[src/hdl/upe_pkg.sv]
// ----------------------------------------------------------------------------
// upe_pkg
// Types, constants and character helpers shared by the URL percent encoder.
// ----------------------------------------------------------------------------
package upe_pkg;

  localparam int unsigned MaxResults = 7;

  localparam logic [7:0] PctChar = 8'h25;
  localparam logic [7:0] Digit2  = 8'h32;
  localparam logic [7:0] Digit5  = 8'h35;

  typedef struct packed {
    logic [7:0] in_byte;
    logic       in_last;
  } upe_in_t;

  typedef struct packed {
    logic [7:0] out_byte;
    logic       out_last;
  } upe_out_t;

  // result bytes of one input beat, entry 0 goes out first
  typedef logic [MaxResults-1:0][7:0] upe_seq_t;

  // what the decoder holds back between beats
  typedef enum logic [2:0] {
    PEND_NONE  = 3'b001,
    PEND_PCT   = 3'b010,
    PEND_DIGIT = 3'b100
  } upe_pend_e;

  function automatic logic is_hex(input logic [7:0] b);
    return (b >= 8'h30 && b <= 8'h39) || (b >= 8'h41 && b <= 8'h46) ||
           (b >= 8'h61 && b <= 8'h66);
  endfunction

  function automatic logic needs_escape(input logic [7:0] b);
    logic esc;
    esc = (b <= 8'h20) || (b >= 8'h7f);
    case (b)
      8'h22, 8'h3c, 8'h3e, 8'h5c, 8'h5e, 8'h60, 8'h7b, 8'h7c, 8'h7d: esc = 1'b1;
      default: ;
    endcase
    return esc;
  endfunction

  function automatic logic [7:0] hex_up(input logic [3:0] v);
    return (v < 4'd10) ? (8'h30 + {4'd0, v}) : (8'h37 + {4'd0, v});
  endfunction

endpackage

[src/hdl/upe_decode.sv]
// ----------------------------------------------------------------------------
// upe_decode
// Turns one input beat into its result bytes and keeps the held percent sign
// and hex digit between beats.
// ----------------------------------------------------------------------------
module upe_decode import upe_pkg::*; (
  input  logic       clk_i,
  input  logic       rst_ni,
  input  logic       load_i,
  input  upe_in_t    in_beat_i,
  output upe_seq_t   seq_o,
  output logic [2:0] count_o
);

  upe_pend_e  pend_q, pend_d;
  logic [7:0] digit_q, digit_d;

  logic [7:0] b;
  logic       last;
  logic       b_hex;

  // bytes of a beat handled with nothing held
  logic [2:0][7:0] f;
  logic [1:0]      f_n;
  logic            f_hold;

  // bytes flushed from what was held
  logic [3:0][7:0] p;
  logic [2:0]      p_n;
  logic            use_f;

  logic [2:0] idx;

  assign b     = in_beat_i.in_byte;
  assign last  = in_beat_i.in_last;
  assign b_hex = is_hex(b);

  always_comb begin
    f      = '0;
    f_n    = 2'd0;
    f_hold = 1'b0;
    if (b == PctChar && !last) begin
      f_hold = 1'b1;
    end else if (b == PctChar || needs_escape(b)) begin
      f[0] = PctChar;
      f[1] = hex_up(b[7:4]);
      f[2] = hex_up(b[3:0]);
      f_n  = 2'd3;
    end else begin
      f[0] = b;
      f_n  = 2'd1;
    end
  end

  always_comb begin
    p       = '0;
    p_n     = 3'd0;
    use_f   = 1'b0;
    pend_d  = PEND_NONE;
    digit_d = digit_q;
    unique case (pend_q)
      PEND_PCT: begin
        if (b_hex && !last) begin
          pend_d  = PEND_DIGIT;
          digit_d = b;
        end else if (b_hex) begin
          p   = {b, Digit5, Digit2, PctChar};
          p_n = 3'd4;
        end else begin
          p     = {8'h00, Digit5, Digit2, PctChar};
          p_n   = 3'd3;
          use_f = 1'b1;
        end
      end
      PEND_DIGIT: begin
        if (b_hex) begin
          p   = {8'h00, b, digit_q, PctChar};
          p_n = 3'd3;
        end else begin
          p     = {digit_q, Digit5, Digit2, PctChar};
          p_n   = 3'd4;
          use_f = 1'b1;
        end
      end
      default: begin
        use_f = 1'b1;
      end
    endcase
    if (use_f && f_hold) begin
      pend_d = PEND_PCT;
    end
  end

  // flushed bytes first, then the new byte's own
  always_comb begin
    seq_o = '0;
    idx   = 3'd0;
    for (int i = 0; i < MaxResults; i++) begin
      idx = 3'(i) - p_n;
      if (3'(i) < p_n) begin
        seq_o[i] = p[i[1:0]];
      end else if (use_f && idx < 3'd3) begin
        seq_o[i] = f[idx[1:0]];
      end
    end
    count_o = p_n + (use_f ? {1'b0, f_n} : 3'd0);
  end

  always_ff @(posedge clk_i or negedge rst_ni) begin
    if (!rst_ni) begin
      pend_q  <= PEND_NONE;
      digit_q <= '0;
    end else if (load_i) begin
      pend_q  <= pend_d;
      digit_q <= digit_d;
    end
  end

endmodule

[src/hdl/url_percent_encoder.sv]
// ----------------------------------------------------------------------------
// url_percent_encoder
// Percent-encodes a stream of URL bytes, one beat in and one byte out.
// ----------------------------------------------------------------------------
// Input channel: in_valid_i / in_stall_o carry one raw byte and a flag for
// the last byte of a string. Output channel: out_valid_o / out_stall_i carry
// one encoded byte and a flag on the last byte the string produces.
// An accepted beat is held in the input register, is decoded into up to
// seven result bytes that are loaded into the result buffer once it is
// free, and its first byte is then shown from that buffer. The buffer
// sends one byte per cycle while out_stall_i is low. A plain byte yields
// one result byte, an escaped one three, and up to seven come out when
// held bytes are flushed; a beat that is only held yields nothing. While
// out_stall_i is low, the output port's one byte per cycle sets the
// rate, and plain text flows at one beat per cycle.
// The input register takes a new beat while the buffer still has bytes
// waiting; when both are full, in_stall_o is raised until the buffer's last
// byte is taken. A stalled output byte holds. Reset empties both registers
// and drops any held percent sign or digit.
// ----------------------------------------------------------------------------
module url_percent_encoder import upe_pkg::*; (
  input  logic     clk_i,
  input  logic     rst_ni,
  input  logic     in_valid_i,
  output logic     in_stall_o,
  input  upe_in_t  in_beat_i,
  output logic     out_valid_o,
  input  logic     out_stall_i,
  output upe_out_t out_beat_o
);

  logic       in_vld_q;
  upe_in_t    in_q;
  upe_seq_t   seq_q, dec_seq;
  logic [2:0] cnt_q, dec_cnt;
  logic [2:0] rd_q;
  logic       last_q;

  logic take, buf_free, load, accept;

  assign take     = out_valid_o && !out_stall_i;
  assign buf_free = (cnt_q == 3'd0) || (cnt_q == 3'd1 && take);
  assign load     = in_vld_q && buf_free;
  assign in_stall_o = in_vld_q && !buf_free;
  assign accept   = in_valid_i && !in_stall_o;

  upe_decode u_decode (
    .clk_i   (clk_i),
    .rst_ni  (rst_ni),
    .load_i  (load),
    .in_beat_i(in_q),
    .seq_o   (dec_seq),
    .count_o (dec_cnt)
  );

  always_ff @(posedge clk_i or negedge rst_ni) begin
    if (!rst_ni) begin
      in_vld_q <= 1'b0;
    end else if (accept) begin
      in_vld_q <= 1'b1;
    end else if (load) begin
      in_vld_q <= 1'b0;
    end
  end

  always_ff @(posedge clk_i) begin
    if (accept) begin
      in_q <= in_beat_i;
    end
  end

  always_ff @(posedge clk_i or negedge rst_ni) begin
    if (!rst_ni) begin
      cnt_q <= '0;
      rd_q  <= '0;
    end else if (load) begin
      cnt_q <= dec_cnt;
      rd_q  <= '0;
    end else if (take) begin
      cnt_q <= cnt_q - 3'd1;
      rd_q  <= rd_q + 3'd1;
    end
  end

  always_ff @(posedge clk_i) begin
    if (load) begin
      seq_q  <= dec_seq;
      last_q <= in_q.in_last;
    end
  end

  assign out_valid_o         = (cnt_q != 3'd0);
  assign out_beat_o.out_byte = seq_q[rd_q];
  assign out_beat_o.out_last = last_q && (cnt_q == 3'd1);

endmodule

[config.mk]
export PLATFORM = sky130hd
export DESIGN_NAME = url_percent_encoder
export DESIGN_NICKNAME = d
export VERILOG_FILES = /design/src/hdl/upe_pkg.sv /design/src/hdl/upe_decode.sv /design/src/hdl/url_percent_encoder.sv
export SDC_FILE = /design/constraint.sdc
export NUM_CORES = 1
export LEC_CHECK = 0
export BUFFER_PORTS_ARGS = -buffer_cell sky130_fd_sc_hd__buf_2
export CORE_MARGIN = 2
export CORE_UTILIZATION = 50
export DETAILED_ROUTE_END_ITERATION = 8
export PLACE_DENSITY = 0.81
export SYNTH_ARGS = -nofsm -noshare
export SYNTH_HDL_FRONTEND = slang
export SYNTH_SLANG_ARGS = --single-unit
[constraint.sdc]
create_clock -name clk_i -period 4.3 [get_ports clk_i]
set_clock_uncertainty 0.15 [all_clocks]
set_input_delay 1.075 -clock clk_i [delete_from_list [all_inputs] [get_ports clk_i]]
set_output_delay 1.075 -clock clk_i [all_outputs]
set_load 0.005 [all_outputs]
==> results.py, run 1 <==
metrics = {
    "final_layout": {
        "layout.cells.most_common": "edfxtp_1",
        "area_growth_pct": 12.0,
        "layout_common_cells": "66 x edfxtp_1, 47 x nor2_1, 31 x nand2_1",
        "fillers": 782,
        "instances_no_fill": 597,
        "antennaDiodeCount": 0,
        "drive_above_1_share_pct": 20.7,
        "multi_input_area_mm2": 0.00220,
        "utilization_pct": 57.9,
        "fin_nets": 496,
        "register_area_mm2": 0.00243,
    },
    "worst_setup_path": {
        "path_buf_inv": 2,
        "endpoint": "seq_q[44]$_DFFE_PP_",
        "setup.worst_path.class": "reg -> reg",
        "cp_slowest_cell": "or3_4",
        "crit_path_end_kind": "flop",
        "path_common_cell": "ha_1",
        "reg2reg_to": "seq_q[44]$_DFFE_PP_",
        "crit_chain": "inv_1, ha_1, or4b_1, a311o_1, a32o_1, nor2_4, buf_4, o21bai_1, ha_1, or3_4, o32ai_1",
        "crit_family": "compound AO/OA/AOI/OAI gates",
        "crit_fanout": 14,
        "timing.rr.start": "in_q[1]$_DFFE_PP_",
        "rr_worst_depth": 11,
        "worstPathArrival_ps": 4110,
        "cp_num_cells": 11,
        "cp-start-kind": "flop",
        "required_ps": 4310,
        "startpoint": "in_q[1]$_DFFE_PP_",
        "rrSetupSlack_ps": 200,
        "critPathMaxStageDelay_ps": 490,
    },
    "logic_synthesis": {
        "synth_top_area_cell": "edfxtp_1",
        "synth-edff-count": 66,
        "syn_inst": 429,
        "synth_area_mm2": 0.00480,
        "muxShareOfSynthArea_pct": 9.94,
        "synth_xor_xnor_area_share_pct": 1.28,
        "synth-simple-area-share_pct": 13.0,
        "ys_top_cells_by_area": "edfxtp_1 41%, dfrtp_1 8.9%, ha_1 5.0%",
        "yosysWarnings": 0,
        "ys_async_sr_fraction_pct": 21.4,
        "yosys.area_share.adder_pct": 5.37,
        "synthFlopType": "edfxtp_1",
        "synth-compound-area-share_pct": 15.9,
        "ys_seq_area_share_pct": 50.7,
        "avgSynthCellArea_um2": 11.2,
        "synth_top_family_by_area": "compound AO/OA/AOI/OAI gates",
        "synth_seq_cells": 84,
        "synth_top_cell_area_share_pct": 41.3,
        "ys_types": 63,
    },
    "timing": {
        "setup_violations": 0,
        "finalWorstSetupSlack_ps": 198,
        "hold_violations": 0,
        "max_slew_margin_pct": 39.7,
        "min_period_over_period_pct": 95.4,
        "max_freq_mhz": 244,
        "tightest_slew_ps": 905,
        "final_max_slew_viol_count": 0,
        "hold_ws_ps": 376,
        "min_period_ps": 4100,
    },
    "clocking": {
        "clock_path_buffers": 2,
        "cts.sinks": 84,
        "cts.root.buffer_cell": "clkbuf_8",
        "cts_made_buffers": 9,
        "path_clk_slew_ps": 90,
        "htreeDepth": 3,
        "holdBufCountCts": 0,
        "cts_tree": "done",
        "clock_latency_ps": 370,
    },
    "die": {
        "die_h_um": 102,
        "core_region_area_mm2": 0.00928,
        "rows": 35,
        "start_util_pct": 51.7,
        "dieWidth_um": 102,
        "io_pins": 24,
        "die_area_mm2": 0.0104,
    },
    "route": {
        "drc": 0,
        "wl_per_cell_um": 19.0,
        "vias": 3531,
        "first_iter_violations": 273,
        "viasPerCell": 5.91,
        "wl_um": 11300,
        "dr.pass1.iters": 5,
        "final_antenna_net_count": 0,
    },
    "global_routing": {
        "grt_overflow_total": 0,
        "grtUsageTotal_pct": 23.0,
        "grt_pass1_vias": 3332,
        "grt_pass1_wl_um": 17900,
        "grt_max_degree": 65,
        "antenna_found_initial": 0,
    },
    "pwr": {
        "combPwrFrac_pct": 35.9,
        "p_leak_nw": 2.10,
        "power_switching_mw": 1.15,
        "p_clk_share_pct": 20.1,
        "ir_drop_mv": 0.380,
        "seq_power_share_pct": 44.0,
        "power_density_mw_per_mm2": 593,
        "finalPower_mw": 3.19,
        "switching_share_pct": 36.1,
        "intPower_mw": 2.04,
    },
    "place": {
        "dp_slack_ps": 31.5,
        "dpl.cell_count": 579,
        "port_buffers": 23,
        "place.gp.congestion": 0.972,
        "hpwl_um": 8310,
    },
    "worst_hold_path": {
        "min_path_type": "reg -> reg",
    },
    "status": {
        "status": "completed",
    },
    "flow_run": {
        "maxCapViolations": 0,
    },
}
==> layout make-up <==
type / count / area share, %
timing repair buffer: 44 / 5.08
multi-input combinational: 304 / 40.9
clock inverter: 7 / 1.98
sequential: 84 / 45.3
inverter: 20 / 1.40
clock buffer: 9 / 2.31
tap: 129 / 3.00
==> worst register-to-register path, cell delays in order (launching register included) <==
cell and delay [ps]:
edfxtp_1 440, inv_1 200, ha_1 250, or4b_1 470, a311o_1 370, a32o_1 290, nor2_4 130, buf_4 210
o21bai_1 180, ha_1 370, or3_4 490, o32ai_1 360
==> cells in the mapped netlist, types with 4 or more instances <==
master     instances
nor3_1             7
nor2b_1            5
ha_1              19
nor2_1            47
dfrtp_1           17
clkbuf_1          19
edfxtp_1          66
o21ai_0           24
mux2_2            10
o2bb2ai_1          7
inv_1             17
o21ai_1            5
mux2i_1           17
a22o_1            11
mux4_2             8
o32ai_1            8
a21oi_1           30
xnor2_1            6
nand2_1           31
nor3_2             4
and2_1            10
==> worst min-delay path by stage <==
stage                                              start                              to  cells after the start
after floorplan           u_decode.pend_q[0]$_DFFE_PN1P_  u_decode.pend_q[0]$_DFFE_PN1P_                      2
final                     u_decode.pend_q[1]$_DFFE_PN0P_  u_decode.pend_q[1]$_DFFE_PN0P_                      2
after global routing      u_decode.pend_q[0]$_DFFE_PN1P_  u_decode.pend_q[0]$_DFFE_PN1P_                      2
after detailed placement  u_decode.pend_q[1]$_DFFE_PN0P_  u_decode.pend_q[1]$_DFFE_PN0P_                      2
after CTS                 u_decode.pend_q[0]$_DFFE_PN1P_  u_decode.pend_q[0]$_DFFE_PN1P_                      2
after global placement    u_decode.pend_q[0]$_DFFE_PN1P_  u_decode.pend_q[0]$_DFFE_PN1P_                      2
==> routing by layer <==
| metal | vias to the layer above | part of all wire, % | track usage [%] |
|---|---|---|---|
| met5 | - | 0 | 0 |
| met4 | 0 | 2.9 | 8.31 |
| met3 | 27 | 5.8 | 4.65 |
| met2 | 170 | 45 | 36.3 |
| met1 | 1675 | 46 | 31.7 |
| li1 | 1659 | - | - |
==> timing repair <==
item                                   CTS  global route
gates resized for setup                  1             0
buffers inserted                         0             2
setup endpoints to repair                1             5
endpoints found under the hold margin    0             0
==> state kept, by name (all words and copies together), names as in the netlist <==
register and cells:
cnt_q 3, in_q 9, in_vld_q 1, last_q 1
rd_q 3, seq_q 56, u_decode.digit_q 8, u_decode.pend_q 3
==> cells by family (layout without fill, tap and decap cells) <==
logic type | count (synthesis) | count (layout)
and+or+nand+nor | 125 | 125
muxes | 36 | 36
DFF | 84 | 84
adders and majority gates | 20 | 20
other | 1 | 4
AOI/OAI and AO/OA | 112 | 112
buffers and inverters | 44 | 80
xor gates and xnor gates | 7 | 7
==> through the flow <==
stage	setup TNS (ps)	instance area (um^2)
floorplan	0	4810
global placement	0	5120
detailed placement	0	5120
CTS	0	5360
global route	-6.19	5370
finish	0	5370
==> power groups by stage <==
stage | Combinational [mW] | Sequential [mW] | Clock [mW]
3_3_place_gp | 1.12 | 1.41 | 0
2_1_floorplan | 0.861 | 1.32 | 0
4_1_cts | 1.13 | 1.41 | 0.658
3_5_place_dp | 1.13 | 1.43 | 0
6_report | 1.14 | 1.40 | 0.642
5_1_grt | 1.27 | 1.43 | 0.697
Power figures use the tool's default switching activity.
==> inputs of run 2 (changes only) <==
--- a/config.mk
+++ b/config.mk
@@ -10,6 +10,7 @@
 export CORE_UTILIZATION = 50
 export DETAILED_ROUTE_END_ITERATION = 8
 export PLACE_DENSITY = 0.81
+export SETUP_SLACK_MARGIN = 0.5
 export SYNTH_ARGS = -nofsm -noshare
 export SYNTH_HDL_FRONTEND = slang
 export SYNTH_SLANG_ARGS = --single-unit
==> results.py, run 2 (same netlist as run 1, synthesis figures left out) <==
metrics = {
    "status": {
        "status": "completed",
    },
    "route": {
        "wl_um": 12000,
        "vias": 3617,
        "dr.pass1.iters": 6,
        "final_antenna_net_count": 0,
        "viasPerCell": 5.94,
        "wl_per_cell_um": 19.7,
        "drc": 0,
        "first_iter_violations": 271,
    },
    "worst_setup_path": {
        "worstPathArrival_ps": 3730,
        "setup.worst_path.class": "reg -> reg",
        "crit_path_end_kind": "flop",
        "required_ps": 4320,
        "cp-start-kind": "flop",
        "crit_fanout": 7,
    },
    "timing": {
        "finalWorstSetupSlack_ps": 590,
        "tns_ps": 0,
        "hold_ws_ps": 360,
        "tightest_slew_ps": 894,
        "setup_violations": 0,
        "max_slew_margin_pct": 40.4,
        "max_freq_mhz": 270,
        "min_period_over_period_pct": 86.3,
        "min_period_ps": 3710,
        "final_max_slew_viol_count": 0,
        "rsz0062_at_grt": "yes",
        "hold_violations": 0,
    },
    "pwr": {
        "power_switching_mw": 1.18,
        "combPwrFrac_pct": 37.1,
        "ir_drop_mv": 0.470,
        "seq_power_share_pct": 43.2,
        "p_clk_share_pct": 19.7,
        "p_leak_nw": 2.17,
        "switching_share_pct": 36.4,
        "finalPower_mw": 3.24,
        "power_density_mw_per_mm2": 579,
        "intPower_mw": 2.06,
    },
    "final_layout": {
        "antennaDiodeCount": 0,
        "largest_reg_flops": 56,
        "fin_nets": 508,
        "multi_input_area_mm2": 0.00232,
        "register_area_mm2": 0.00243,
        "area_growth_pct": 16.7,
        "layout.cells.most_common": "edfxtp_1",
        "drive_above_1_share_pct": 26.7,
        "instances_no_fill": 609,
        "reg.largest.list": "seq_q (56), in_q (9), u_decode.digit_q (8)",
        "fillers": 762,
        "layout_common_cells": "66 x edfxtp_1, 45 x nor2_1, 31 x nand2_1",
        "regMostFlops": "seq_q",
    },
    "clocking": {
        "clock_path_buffers": 2,
        "htreeDepth": 3,
        "cts_tree": "done",
        "cts_made_buffers": 9,
        "cts.root.buffer_cell": "clkbuf_8",
        "clock_latency_ps": 360,
        "cts.sinks": 84,
        "path_clk_slew_ps": 90,
    },
    "global_routing": {
        "grtUsageTotal_pct": 24.1,
        "grt_max_degree": 65,
        "antenna_found_initial": 0,
        "grt_pass1_vias": 3487,
        "grt_pass1_wl_um": 18800,
        "grt_overflow_total": 0,
    },
    "die": {
        "io_pins": 24,
        "start_util_pct": 51.7,
        "die_h_um": 102,
        "die_area_mm2": 0.0104,
        "dieWidth_um": 102,
        "rows": 35,
        "core_region_area_mm2": 0.00928,
    },
    "place": {
        "hpwl_um": 8550,
        "place.gp.congestion": 0.982,
        "dpl.cell_count": 579,
        "port_buffers": 23,
        "dp_slack_ps": 74.5,
    },
    "worst_hold_path": {
        "min_path_type": "reg -> reg",
    },
    "flow_run": {
        "maxCapViolations": 0,
    },
}
-- run 2: changes by cell type in the layout (fill, tap and decap cells not counted), moves of 3 or more --
cell | previous run | this run
ha_2 | 0 | 4
buf_6 | 0 | 3
buf_4 | 21 | 29
ha_1 | 19 | 13
-- run 2: critical path, cell delays in order (launching register included) --
cell and delay [ps]:
edfxtp_1 460, inv_2 130, ha_4 160, or4b_4 460, a311o_1 360, a32o_2 260, nor2_4 180, mux2i_4 370
ha_4 270, or3_4 440, o32ai_2 280
-- run 2: path summary, 6_finish.rpt --
| check | start | endpoint | slack, ps | depth (start not counted) |
|---|---|---|---|---|
| max in group asynchronous | rst_ni | u_decode.pend_q[0]$_DFFE_PN1P_ | 3160 | 1 |
| max | in_q[1]$_DFFE_PP_ | seq_q[45]$_DFFE_PP_ | 590 | 10 |
| min in group asynchronous | rst_ni | u_decode.pend_q[1]$_DFFE_PN0P_ | 500 | 1 |
| min | u_decode.pend_q[0]$_DFFE_PN1P_ | u_decode.pend_q[0]$_DFFE_PN1P_ | 360 | 2 |
| min reg2reg | u_decode.pend_q[0]$_DFFE_PN1P_ | u_decode.pend_q[0]$_DFFE_PN1P_ | 360 | 2 |
| max reg2reg | in_q[1]$_DFFE_PP_ | seq_q[45]$_DFFE_PP_ | 590 | 10 |
-- run 2: power by group through the flow --
stage	Clock, mW	Combinational (mW)	Sequential [mW]
floorplan	0	0.865	1.32
global placement	0	1.12	1.41
detailed placement	0	1.13	1.42
CTS	0.646	1.16	1.40
global route	0.677	1.33	1.43
finish	0.639	1.20	1.40
-- run 2: cell type report --
class                   count  area share [%]
repair buffers             56            6.82
clock inverters             6            1.70
multi-input cells         304            41.5
inverters                  20            1.34
flip-flops and latches     84            43.5
clock buffers              10            2.28
well taps                 129            2.88
-- run 2: layer usage --
layer | GRT usage [%] | routed length [um] | vias up
met1 | 34.3 | 5150 | 1730
met3 | 3.76 | 922 | 24
met2 | 39.0 | 5710 | 185
met5 | 0 | 0 | -
li1 | - | - | 1678
met4 | 6.15 | 226 | 0
-- run 2: timing repair --
item                                    in CTS  in global routing
pin swaps                                    1                  5
gates resized for setup                     11                 19
endpoints found under the setup margin      40                 40
gates cloned                                 0                  0
setup buffers                                5                  9
hold buffers                                 0                  0
-- run 2: through the flow --
stage               utilization [%]  area [um^2]
floorplan                         -         4820
global placement               55.2         5130
detailed placement             55.2         5130
CTS                            58.6         5440
global route                   60.3         5600
finish                         60.3         5600
==> inputs of run 3 (changes only) <==
--- a/config.mk
+++ b/config.mk
@@ -9,6 +9,7 @@
 export CORE_MARGIN = 2
 export CORE_UTILIZATION = 50
 export DETAILED_ROUTE_END_ITERATION = 8
+export MAX_ROUTING_LAYER = met4
 export PLACE_DENSITY = 0.81
 export SETUP_SLACK_MARGIN = 0.5
 export SYNTH_ARGS = -nofsm -noshare
==> results.py, run 3 (same netlist as run 1, synthesis figures left out) <==
metrics = {
    "timing": {
        "hold_violations": 0,
        "tns_ps": 0,
        "min_period_ps": 3750,
        "rsz0062_at_grt": "no",
        "setup_violations": 0,
        "max_slew_margin_pct": 39.1,
        "hold_ws_ps": 370,
        "final_max_slew_viol_count": 0,
        "min_period_over_period_pct": 87.3,
        "tightest_slew_ps": 914,
        "max_freq_mhz": 266,
    },
    "route": {
        "wl_per_cell_um": 20.4,
        "first_iter_violations": 333,
        "drc": 0,
        "wl_um": 12400,
        "vias": 3691,
        "dr.pass1.iters": 5,
        "viasPerCell": 6.05,
        "final_antenna_net_count": 0,
    },
    "worst_setup_path": {
        "cp-start-kind": "flop",
        "crit_path_end_kind": "flop",
        "required_ps": 4270,
        "setup.worst_path.class": "reg -> reg",
        "worstPathArrival_ps": 3720,
        "crit_fanout": 10,
    },
    "global_routing": {
        "grtUsageTotal_pct": 25.4,
        "grt_overflow_total": 0,
        "grt_pass1_vias": 3551,
        "grt_pass1_wl_um": 19200,
        "grt_max_degree": 65,
        "antenna_found_initial": 0,
    },
    "final_layout": {
        "layout.cells.most_common": "edfxtp_1",
        "largest_reg_flops": 56,
        "area_growth_pct": 17.0,
        "regMostFlops": "seq_q",
        "reg.largest.list": "seq_q (56), in_q (9), u_decode.digit_q (8)",
        "fillers": 794,
        "final_area_mm2": 0.00561,
        "layout_common_cells": "66 x edfxtp_1, 44 x nor2_1, 31 x nand2_1",
        "drive_above_1_share_pct": 27.0,
        "fin_nets": 509,
        "antennaDiodeCount": 0,
    },
    "clocking": {
        "cts_made_buffers": 9,
        "path_clk_slew_ps": 90,
        "cts.sinks": 84,
        "htreeDepth": 3,
        "cts_tree": "done",
        "clock_path_buffers": 2,
        "clock_latency_ps": 360,
        "cts.root.buffer_cell": "clkbuf_8",
        "holdBufCountCts": 0,
    },
    "pwr": {
        "ir_drop_mv": 0.502,
        "finalPower_mw": 3.14,
        "power_density_mw_per_mm2": 560,
        "p_leak_nw": 2.17,
    },
    "place": {
        "hpwl_um": 8580,
        "post_dp_cell_area_mm2": 0.00513,
        "port_buffers": 23,
        "place.gp.congestion": 1.04,
    },
    "die": {
        "start_util_pct": 51.7,
        "io_pins": 24,
        "die_area_mm2": 0.0104,
        "die_h_um": 102,
        "core_region_area_mm2": 0.00928,
        "dieWidth_um": 102,
        "rows": 35,
    },
    "status": {
        "status": "completed",
    },
    "worst_hold_path": {
        "min_path_type": "reg -> reg",
    },
    "flow_run": {
        "maxCapViolations": 0,
    },
}
-- run 3: cell count changes in the layout (fill, tap and decap cells not counted), sizes merged --
cell      change
clkinv        +2
bufinv        -2
clkinvlp      -1
inv           +1
or3           +1
-- run 3: cell type report --
cell class                      count  area [um^2]  share of cell area, %
Multi-Input combinational cell    305         2370                   42.3
Clock inverter                      6         56.3                   1.00
Inverter                           20         75.1                   1.34
Timing Repair Buffer               56          385                   6.87
Sequential cell                    84         2430                   43.4
Clock buffer                       10          128                   2.27
Tap cell                          129          161                   2.88
-- run 3: where the power goes --
part | switching [mW] | internal (mW) | leakage, nW | total (mW)
registers | 0.167 | 1.23 | 0.859 | 1.40
clock network | 0.322 | 0.222 | 0.0909 | 0.544
logic | 0.710 | 0.489 | 1.22 | 1.20
total | 1.20 | 1.94 | 2.17 | 3.14
-- run 3: critical path, stage by stage (launching register included) --
cell and delay (ps):
edfxtp_1 410, inv_2 140, ha_2 230, or4b_4 470, a311o_1 320, a32o_2 290, nor2_4 170, mux2i_4 340
inv_2 100, buf_4 210, ha_1 220, nand3_2 140, o21ai_0 100, a22o_1 220
-- run 3: layer usage --
layer / vias up / wire [um] / GRT usage (%)
li1: 1687 / - / -
met1: 1797 / 5260 / 34.6
met2: 173 / 5950 / 39.2
met3: 34 / 910 / 4.38
met4: 0 / 305 / 7.90
met5: - / 0 / -
-- run 3: path summary, 6_finish.rpt --
check                                                from                              to  slack (ps)  depth (start not counted)
min                        u_decode.pend_q[0]$_DFFE_PN1P_  u_decode.pend_q[0]$_DFFE_PN1P_         370                          2
min in group asynchronous                          rst_ni            cnt_q[2]$_DFFE_PN0P_         490                          1
min reg2reg                u_decode.pend_q[0]$_DFFE_PN1P_  u_decode.pend_q[0]$_DFFE_PN1P_         370                          2
max in group asynchronous                          rst_ni  u_decode.pend_q[0]$_DFFE_PN1P_        3170                          1
max                                     in_q[2]$_DFFE_PP_             seq_q[29]$_DFFE_PP_         550                         13
max reg2reg                             in_q[2]$_DFFE_PP_             seq_q[29]$_DFFE_PP_         550                         13
-- run 3: repair_timing --
item,4_1_cts,5_1_grt
buffers inserted,4,10
setup endpoints to repair,38,39
pin swaps,1,8
cloned,0,1
resized for setup,4,32
-- run 3: stage by stage --
stage               std cells  setup slack, ps  utilization (%)
finish                    610              547             60.4
detailed placement        579              122             55.2
CTS                       599              441             57.8
global placement          579              257             55.2
floorplan                 432              508                -
global route              610              445             60.4
